===== src/rtl/core/rpm_pkg.sv =====
// ----------------------------------------------------------------------------
// rpm_pkg
// shared types and constants of the rc pwm pulse width mapper
// ----------------------------------------------------------------------------
package rpm_pkg;

    localparam int NumChannels = 2;
    localparam int TickW       = 32;
    localparam int ValW        = 32;
    localparam int CfgIdxW     = 3;
    localparam int QueueDepth  = 2;
    localparam int MapChannels = 2;

    localparam logic [TickW-1:0] LegalLowReset  = 32'd42000;
    localparam logic [TickW-1:0] FullLowReset   = 32'd84000;
    localparam logic [TickW-1:0] FullHighReset  = 32'd168000;
    localparam logic [TickW-1:0] LegalHighReset = 32'd210000;
    localparam logic [ValW-1:0]  MapMinReset    = 32'd0;
    localparam logic [ValW-1:0]  MapMaxReset    = 32'd65536;

    typedef enum logic [CfgIdxW-1:0] {
        CFG_LEGAL_LOW  = 3'd0,
        CFG_FULL_LOW   = 3'd1,
        CFG_FULL_HIGH  = 3'd2,
        CFG_LEGAL_HIGH = 3'd3,
        CFG_MAP_MIN0   = 3'd4,
        CFG_MAP_MAX0   = 3'd5,
        CFG_MAP_MIN1   = 3'd6,
        CFG_MAP_MAX1   = 3'd7
    } t_cfg_idx;

    typedef struct packed {
        logic             channel;
        logic [TickW-1:0] capture_time;
        logic             pin_level;
    } t_in_item;

    typedef struct packed {
        logic                   out_channel;
        logic [TickW-1:0]       pulse_ticks;
        logic signed [ValW-1:0] mapped_value;
    } t_out_item;

    typedef struct packed {
        logic [TickW-1:0]                   legal_low;
        logic [TickW-1:0]                   full_low;
        logic [TickW-1:0]                   full_high;
        logic [TickW-1:0]                   legal_high;
        logic [MapChannels-1:0][ValW-1:0]   map_min;
        logic [MapChannels-1:0][ValW-1:0]   map_max;
    } t_cfg;

    typedef struct packed {
        logic             channel;
        logic [TickW-1:0] ticks;
    } t_job;

    typedef enum logic [2:0] {
        BK_IDLE,
        BK_PREP,
        BK_MUL,
        BK_DIV,
        BK_ADD
    } t_back_state;

endpackage


===== src/rtl/core/rpm_cfg.sv =====
// ----------------------------------------------------------------------------
// rpm_cfg
// configuration register file, written over a valid/ready channel
// ----------------------------------------------------------------------------
module rpm_cfg (
    input  logic                        i_clk,
    input  logic                        i_rst_n,
    input  logic                        i_cfg_valid,
    output logic                        o_cfg_ready,
    input  logic [rpm_pkg::CfgIdxW-1:0] i_cfg_index,
    input  logic [rpm_pkg::ValW-1:0]    i_cfg_data,
    output rpm_pkg::t_cfg               o_cfg
);
    import rpm_pkg::*;

    t_cfg r_cfg;

    assign o_cfg_ready = 1'b1;
    assign o_cfg       = r_cfg;

    always_ff @(posedge i_clk) begin
        if (!i_rst_n) begin
            r_cfg.legal_low  <= LegalLowReset;
            r_cfg.full_low   <= FullLowReset;
            r_cfg.full_high  <= FullHighReset;
            r_cfg.legal_high <= LegalHighReset;
            r_cfg.map_min    <= {MapChannels{MapMinReset}};
            r_cfg.map_max    <= {MapChannels{MapMaxReset}};
        end else if (i_cfg_valid) begin
            unique case (t_cfg_idx'(i_cfg_index))
                CFG_LEGAL_LOW:  r_cfg.legal_low  <= i_cfg_data;
                CFG_FULL_LOW:   r_cfg.full_low   <= i_cfg_data;
                CFG_FULL_HIGH:  r_cfg.full_high  <= i_cfg_data;
                CFG_LEGAL_HIGH: r_cfg.legal_high <= i_cfg_data;
                CFG_MAP_MIN0:   r_cfg.map_min[0] <= i_cfg_data;
                CFG_MAP_MAX0:   r_cfg.map_max[0] <= i_cfg_data;
                CFG_MAP_MIN1:   r_cfg.map_min[1] <= i_cfg_data;
                CFG_MAP_MAX1:   r_cfg.map_max[1] <= i_cfg_data;
                default: ;
            endcase
        end
    end

endmodule


===== src/rtl/core/rpm_front.sv =====
// ----------------------------------------------------------------------------
// rpm_front
// per-channel edge tracking, high time measurement, window check and clamp
// ----------------------------------------------------------------------------
module rpm_front #(
    parameter int NUM_CHANNELS = rpm_pkg::NumChannels
) (
    input  logic              i_clk,
    input  logic              i_rst_n,
    input  logic              i_in_valid,
    output logic              o_in_stall,
    input  rpm_pkg::t_in_item i_in,
    input  rpm_pkg::t_cfg     i_cfg,
    input  logic              i_q_full,
    output logic              o_push,
    output rpm_pkg::t_job     o_job
);
    import rpm_pkg::*;

    logic [TickW-1:0] r_last_time  [NUM_CHANNELS];
    logic             r_last_level [NUM_CHANNELS];
    logic             r_sample_ok  [NUM_CHANNELS];

    logic [NUM_CHANNELS-1:0] hit_ch;
    logic                    present;
    logic                    accept;
    logic [TickW-1:0]        sel_time;
    logic                    sel_level;
    logic                    sel_ok;
    logic [TickW-1:0]        width;
    logic [TickW-1:0]        raised;
    logic                    legal;

    assign o_in_stall = i_q_full;
    assign accept     = i_in_valid && !i_q_full;

    always_comb begin
        sel_time  = '0;
        sel_level = 1'b0;
        sel_ok    = 1'b0;
        for (int i = 0; i < NUM_CHANNELS; i++) begin
            hit_ch[i] = ({31'b0, i_in.channel} == 32'(i));
            if (hit_ch[i]) begin
                sel_time  = r_last_time[i];
                sel_level = r_last_level[i];
                sel_ok    = r_sample_ok[i];
            end
        end
        present = |hit_ch;
    end

    assign width  = i_in.capture_time - sel_time;
    assign legal  = !(width < i_cfg.legal_low || width > i_cfg.legal_high);
    assign raised = (width < i_cfg.full_low) ? i_cfg.full_low : width;

    assign o_push = accept && present && sel_ok && sel_level && !i_in.pin_level && legal;
    assign o_job.channel = i_in.channel;
    assign o_job.ticks   = (raised > i_cfg.full_high) ? i_cfg.full_high : raised;

    for (genvar g = 0; g < NUM_CHANNELS; g++) begin : g_ch
        always_ff @(posedge i_clk) begin
            if (!i_rst_n) begin
                r_last_time[g]  <= '0;
                r_last_level[g] <= 1'b0;
                r_sample_ok[g]  <= 1'b0;
            end else if (accept && hit_ch[g]) begin
                r_last_time[g]  <= i_in.capture_time;
                r_last_level[g] <= i_in.pin_level;
                r_sample_ok[g]  <= 1'b1;
            end
        end
    end

endmodule


===== src/rtl/core/rpm_queue.sv =====
// ----------------------------------------------------------------------------
// rpm_queue
// small job queue between the front and back parts
// ----------------------------------------------------------------------------
module rpm_queue (
    input  logic          i_clk,
    input  logic          i_rst_n,
    input  logic          i_push,
    input  rpm_pkg::t_job i_job,
    output logic          o_full,
    output logic          o_nonempty,
    input  logic          i_pop,
    output rpm_pkg::t_job o_job
);
    import rpm_pkg::*;

    localparam int PtrW = (QueueDepth > 1) ? $clog2(QueueDepth) : 1;
    localparam int CntW = $clog2(QueueDepth + 1);

    t_job            r_mem [QueueDepth];
    logic [PtrW-1:0] r_wr;
    logic [PtrW-1:0] r_rd;
    logic [CntW-1:0] r_cnt;

    assign o_full     = (r_cnt == CntW'(QueueDepth));
    assign o_nonempty = (r_cnt != '0);
    assign o_job      = r_mem[r_rd];

    always_ff @(posedge i_clk) begin
        if (i_push) begin
            r_mem[r_wr] <= i_job;
        end
    end

    always_ff @(posedge i_clk) begin
        if (!i_rst_n) begin
            r_wr  <= '0;
            r_rd  <= '0;
            r_cnt <= '0;
        end else begin
            if (i_push) begin
                r_wr <= (r_wr == PtrW'(QueueDepth - 1)) ? '0 : r_wr + 1'b1;
            end
            if (i_pop) begin
                r_rd <= (r_rd == PtrW'(QueueDepth - 1)) ? '0 : r_rd + 1'b1;
            end
            if (i_push && !i_pop) begin
                r_cnt <= r_cnt + 1'b1;
            end else if (i_pop && !i_push) begin
                r_cnt <= r_cnt - 1'b1;
            end
        end
    end

endmodule


===== src/rtl/core/rpm_back.sv =====
// ----------------------------------------------------------------------------
// rpm_back
// linear map of the clamped high time: multiply, bit-serial divide, offset
// ----------------------------------------------------------------------------
module rpm_back (
    input  logic               i_clk,
    input  logic               i_rst_n,
    input  logic               i_job_valid,
    input  rpm_pkg::t_job      i_job,
    output logic               o_pop,
    input  rpm_pkg::t_cfg      i_cfg,
    output logic               o_out_valid,
    input  logic               i_out_stall,
    output rpm_pkg::t_out_item o_out
);
    import rpm_pkg::*;

    localparam int CntW = $clog2(TickW);

    t_back_state r_state;
    t_back_state n_state;

    logic             r_ch;
    logic [TickW-1:0] r_ticks;
    logic [TickW-1:0] r_span;
    logic [TickW-1:0] r_off;
    logic [ValW-1:0]  r_lo;
    logic             r_neg;
    logic [ValW-1:0]  r_mag;
    logic             r_zero;
    logic [TickW-1:0] r_rem;
    logic [TickW-1:0] r_quo;
    logic [CntW-1:0]  r_cnt;
    logic             r_out_valid;
    t_out_item        r_out;

    logic [ValW:0]      diff;
    logic [ValW:0]      diff_abs;
    logic [2*TickW-1:0] prod;
    logic [TickW:0]     rem_shift;
    logic [TickW:0]     rem_sub;
    logic               rem_ge;
    logic               out_free;
    logic [ValW-1:0]    mapped;

    assign diff      = {i_cfg.map_max[r_ch][ValW-1], i_cfg.map_max[r_ch]}
                     - {i_cfg.map_min[r_ch][ValW-1], i_cfg.map_min[r_ch]};
    assign diff_abs  = diff[ValW] ? (~diff + 1'b1) : diff;
    assign prod      = r_off * r_mag;
    assign rem_shift = {r_rem, r_quo[TickW-1]};
    assign rem_sub   = rem_shift - {1'b0, r_span};
    assign rem_ge    = (rem_shift >= {1'b0, r_span});
    assign out_free  = !r_out_valid || !i_out_stall;
    assign mapped    = r_zero ? r_lo : (r_neg ? (r_lo - r_quo) : (r_lo + r_quo));

    assign o_out_valid = r_out_valid;
    assign o_out       = r_out;

    always_ff @(posedge i_clk) begin
        if (!i_rst_n) begin
            r_state <= BK_IDLE;
        end else begin
            r_state <= n_state;
        end
    end

    always_comb begin
        n_state = r_state;
        o_pop   = 1'b0;
        unique case (r_state)
            BK_IDLE: begin
                if (i_job_valid) begin
                    o_pop   = 1'b1;
                    n_state = BK_PREP;
                end
            end
            BK_PREP: n_state = BK_MUL;
            BK_MUL:  n_state = BK_DIV;
            BK_DIV: begin
                if (r_cnt == CntW'(TickW - 1)) begin
                    n_state = BK_ADD;
                end
            end
            BK_ADD: begin
                if (out_free) begin
                    n_state = BK_IDLE;
                end
            end
            default: n_state = BK_IDLE;
        endcase
    end

    always_ff @(posedge i_clk) begin
        unique case (r_state)
            BK_IDLE: begin
                r_ch    <= i_job.channel;
                r_ticks <= i_job.ticks;
            end
            BK_PREP: begin
                r_span <= i_cfg.full_high - i_cfg.full_low;
                r_off  <= r_ticks - i_cfg.full_low;
                r_zero <= (i_cfg.full_high <= i_cfg.full_low);
                r_lo   <= i_cfg.map_min[r_ch];
                r_neg  <= diff[ValW];
                r_mag  <= diff_abs[ValW-1:0];
            end
            BK_MUL: begin
                r_rem <= prod[2*TickW-1:TickW];
                r_quo <= prod[TickW-1:0];
                r_cnt <= '0;
            end
            BK_DIV: begin
                r_rem <= rem_ge ? rem_sub[TickW-1:0] : rem_shift[TickW-1:0];
                r_quo <= {r_quo[TickW-2:0], rem_ge};
                r_cnt <= r_cnt + 1'b1;
            end
            BK_ADD: ;
            default: ;
        endcase
    end

    always_ff @(posedge i_clk) begin
        if (r_state == BK_ADD && out_free) begin
            r_out.out_channel  <= r_ch;
            r_out.pulse_ticks  <= r_ticks;
            r_out.mapped_value <= mapped;
        end
    end

    always_ff @(posedge i_clk) begin
        if (!i_rst_n) begin
            r_out_valid <= 1'b0;
        end else if (r_state == BK_ADD && out_free) begin
            r_out_valid <= 1'b1;
        end else if (!i_out_stall) begin
            r_out_valid <= 1'b0;
        end
    end

endmodule


===== src/rtl/core/rc_pwm_pulse_width_mapper_unit.sv =====
// ----------------------------------------------------------------------------
// rc_pwm_pulse_width_mapper_unit
// rc servo pulse width decoder with linear map to a signed q16.16 command
// ----------------------------------------------------------------------------
// channel   direction  handshake            beat
// in        input      i_in_valid/o_in_stall capture edge: channel, time, level
// out       output     o_out_valid/i_out_stall decoded pulse: channel, ticks, value
// cfg       input      i_cfg_valid/o_cfg_ready register index and 32-bit data
//
// an edge is taken in one cycle unless the two-entry job queue is full
// each decoded pulse passes the back part states prep, multiply, the
// bit-serial 32-step divide and add, one job at a time; add waits for a free output
// edges that give no pulse never reach the back part
// synchronous active-low reset clears channel history, queue and output
// ----------------------------------------------------------------------------
module rc_pwm_pulse_width_mapper_unit #(
    parameter int NUM_CHANNELS = rpm_pkg::NumChannels
) (
    input  logic                        i_clk,
    input  logic                        i_rst_n,
    input  logic                        i_in_valid,
    output logic                        o_in_stall,
    input  rpm_pkg::t_in_item           i_in,
    output logic                        o_out_valid,
    input  logic                        i_out_stall,
    output rpm_pkg::t_out_item          o_out,
    input  logic                        i_cfg_valid,
    output logic                        o_cfg_ready,
    input  logic [rpm_pkg::CfgIdxW-1:0] i_cfg_index,
    input  logic [rpm_pkg::ValW-1:0]    i_cfg_data
);
    import rpm_pkg::*;

    t_cfg cfg;
    t_job push_job;
    t_job pop_job;
    logic push;
    logic pop;
    logic q_full;
    logic q_nonempty;

    rpm_cfg u_cfg (
        .i_clk       (i_clk),
        .i_rst_n     (i_rst_n),
        .i_cfg_valid (i_cfg_valid),
        .o_cfg_ready (o_cfg_ready),
        .i_cfg_index (i_cfg_index),
        .i_cfg_data  (i_cfg_data),
        .o_cfg       (cfg)
    );

    rpm_front #(
        .NUM_CHANNELS (NUM_CHANNELS)
    ) u_front (
        .i_clk      (i_clk),
        .i_rst_n    (i_rst_n),
        .i_in_valid (i_in_valid),
        .o_in_stall (o_in_stall),
        .i_in       (i_in),
        .i_cfg      (cfg),
        .i_q_full   (q_full),
        .o_push     (push),
        .o_job      (push_job)
    );

    rpm_queue u_queue (
        .i_clk      (i_clk),
        .i_rst_n    (i_rst_n),
        .i_push     (push),
        .i_job      (push_job),
        .o_full     (q_full),
        .o_nonempty (q_nonempty),
        .i_pop      (pop),
        .o_job      (pop_job)
    );

    rpm_back u_back (
        .i_clk       (i_clk),
        .i_rst_n     (i_rst_n),
        .i_job_valid (q_nonempty),
        .i_job       (pop_job),
        .o_pop       (pop),
        .i_cfg       (cfg),
        .o_out_valid (o_out_valid),
        .i_out_stall (i_out_stall),
        .o_out       (o_out)
    );

endmodule


===== config.mk =====
export PLATFORM = sky130hd
export DESIGN_NAME = rc_pwm_pulse_width_mapper_unit
export DESIGN_NICKNAME = d
export VERILOG_FILES = /design/src/rtl/core/rpm_pkg.sv /design/src/rtl/core/rpm_cfg.sv /design/src/rtl/core/rpm_front.sv /design/src/rtl/core/rpm_queue.sv /design/src/rtl/core/rpm_back.sv /design/src/rtl/core/rc_pwm_pulse_width_mapper_unit.sv
export SDC_FILE = /design/constraint.sdc
export NUM_CORES = 2
export LEC_CHECK = 0
export BUFFER_PORTS_ARGS = -buffer_cell sky130_fd_sc_hd__buf_4
export CORE_MARGIN = 3
export CORE_UTILIZATION = 37
export DETAILED_ROUTE_END_ITERATION = 7
export HOLD_SLACK_MARGIN = 0.1
export PLACE_DENSITY = 0.48
export SYNTH_ARGS = -nofsm -noshare
export SYNTH_HDL_FRONTEND = slang
export SYNTH_HIERARCHICAL = 1
export SYNTH_SLANG_ARGS = --single-unit

===== constraint.sdc =====
create_clock -name i_clk -period 13.3 [get_ports i_clk]
set_input_delay 1.995 -clock i_clk [delete_from_list [all_inputs] [get_ports i_clk]]
set_output_delay 1.995 -clock i_clk [all_outputs]
set_load 0.02 [all_outputs]

==> reports/metrics.cfg <==
[run_status]
status = complete, no violations

[drt]
remaining_drc_errors = 0
viasPerCell = 5.120
drtIter0Drc = 2980
vias = 53570
drtPass1Iterations = 7
wl_per_cell_microns = 21.42
antenna_left = 0
wl_microns = 224100

[cells_and_area]
fillers = 19899
final_cell_mix = inv_1, nand2_1, fa_1
nNetsFinal = 9299
area_growth_pct = 8.305
final_common_cell = inv_1
instances_no_fill = 10462
post-route-util_pct = 40.48
drive_above_1_share_pct = 7.164

[global_routing]
grt_max_degree = 81
grt-ovfl-total = 0
grtUsageTotal_pct = 21.61
grt_pass1_wl_microns = 348100
first_global_vias = 56550
antenna_found_initial = 2

[clock_tree]
htreeDepth = 3
clockBufferDepth = 3
ctsHoldBuffers = 0
cts_setup_buffers = 0
cts_tree = built
cts-resized-gates = 0
cts.sinks = 696
cts.clk_slew.worst_paths_ps = 60
insertion_delay_ps = 680
root_buffer = clkbuf_16
cts_made_buffers = 75

[logic_synthesis]
synth_flop_cell = edfxtp_1
synth-edff-count = 429
syn-num-nets = 9340
syn_area_sq_um = 74940
synth-async-reset-ratio_pct = 0
syn_avg_cell_area_sq_um = 9.631
yosys_register_bits = 696
yosysWarnings = 6
syn_inst = 7781
yosysUniqueCellTypes = 109
synth_seq_area_share_pct = 24.32

[floorplanning]
core_sq_um = 200500
die_area_sq_um = 208000
rows = 164
chipWidth_microns = 456.0
pin_count = 142
start_util_pct = 37.38
die_h_microns = 456.0

[min_path]
hold_path.class = flip-flop to flip-flop

[placement]
place_congestion = 0.8737
dp_slack_ps = 2403
dp.cells = 10319
port_buffers = 140
dpl.hpwl_microns = 174000

[critical_path]
critPathRequiredTime_ps = 13690
crit_buf_inv = 3
startpoint_type = input pin
crit_slowest_cell = o311ai_1
slowest_delay_ps = 710
crit_family = compound AO/OA/AOI/OAI gates
path_max_fanout = 36
critPathKind = input pin to flip-flop
cp-end-kind = flip-flop
cp.arrival_ps = 10560

[timing]
max_slew.worst_pin.slew_ps = 1207
hold_violations = 0
setup_viol = 0
relSlewSlack_pct = 19.53
skew_ps = 36.74
layout_worst_path_cycle_share_pct = 76.47
rsz0062_at_grt = no
fin_ws_ps = 3130
slew_viol_final = 0
final.setup.tns_ps = 0
fmax_mhz = 98.33
post-route-min-period_ps = 10170

[job]
drv_cap = 0

## final timing paths
| check | cells after the start | end | startpoint | slack (ps) |
|---|---|---|---|---|
| min reg2reg | 2 | u_front/r_sample_ok[1]$_DFF_P_ | u_front/r_sample_ok[1]$_DFF_P_ | 450 |
| max | 28 | u_queue/r_mem[1][28]$_DFFE_PP_ | i_in[33] | 3130 |
| min | 2 | u_front/r_sample_ok[1]$_DFF_P_ | u_front/r_sample_ok[1]$_DFF_P_ | 450 |
| max reg2reg | 26 | u_back/r_rem[26]$_DFFE_PN_ | u_back/r_mag[11]$_DFFE_PP_ | 4430 |
## cell usage after synthesis, types with 71 or more instances
cell type	count	area share (%)
a21o_1	128	1.3
edfxtp_1	429	17
xnor2_1	185	2.2
xor2_1	74	0.86
o21ai_0	203	1.4
and2_1	652	5.4
clkbuf_1	279	1.4
fa_1	902	24
nand2_1	942	4.7
mux2_2	104	1.6
mux2i_1	332	4.4
a21oi_1	338	2.3
ha_1	583	9.7
nor2_1	223	1.1
dfxtp_1	267	7.1
inv_1	1164	5.8
nor3_1	71	0.47
## layer usage
layer  share of wire, %  vias up  global-route usage (%)
met4                2.7        0                   5.783
met2                 47      875                   36.53
met1                 47    27130                   29.84
met5                  0        -                       0
met3                3.0      228                   1.672
li1                   -    25337                       -
## worst register-to-register path, delay by kind of cell, from the launching register on
kind,cells,cell delay (ps)
adders and majority gates,9,4260
AOI/OAI and AO/OA,10,2360
DFF,1,890
buffers and inverters,5,720
and+or+nand+nor,2,370
## state kept, by name (all words and copies together) (netlist names), 2 cells and up, named ones only
name                  cells
u_queue/r_cnt             2
u_back/r_rem             32
u_front/r_last_time      64
u_back/r_mag             32
u_back/r_lo              32
u_front/r_sample_ok       2
u_back/r_state            3
u_back/r_quo             32
u_back/r_ticks           32
u_cfg/o_cfg             256
u_back/r_off             32
u_back/r_cnt              5
u_front/r_last_level      2
u_back/o_out             65
u_queue/r_mem            66
u_back/r_span            32
## cell type report
| class | instances | area, sq um | area share, % |
|---|---|---|---|
| tap | 2656 | 3323 | 4.094 |
| multi-input combinational | 5550 | 50800 | 62.58 |
| inverter | 1164 | 4369 | 5.383 |
| antenna | 3 | 7.507 | 0.009250 |
| timing repair buffer | 253 | 1907 | 2.349 |
| sequential | 696 | 18230 | 22.46 |
| clock inverter | 47 | 474.2 | 0.5843 |
| clock buffer | 93 | 2059 | 2.537 |
## logic make-up after synthesis
| logic type | Yosys count | share of synthesized area, % |
|---|---|---|
| other cells | 1 | 0.005004 |
| mux | 463 | 6.448 |
| fa+ha+maj | 1485 | 33.83 |
| buf+inv | 1535 | 7.979 |
| xor+xnor | 259 | 3.027 |
| simple gates | 2298 | 15.38 |
| compound gates | 1044 | 9.009 |
| flops | 696 | 24.32 |
## metrics by stage
step	instance area (sq um)	hold slack [ps]
finish	81160	445.9
global route	81160	476.9
CTS	81160	450.5
detailed placement	78620	441.8
global placement	78620	438.9
floorplan	74940	424.4
Power is not shown: default switching activity piles up to over one toggle a cycle in this logic, so the estimate is an artifact.
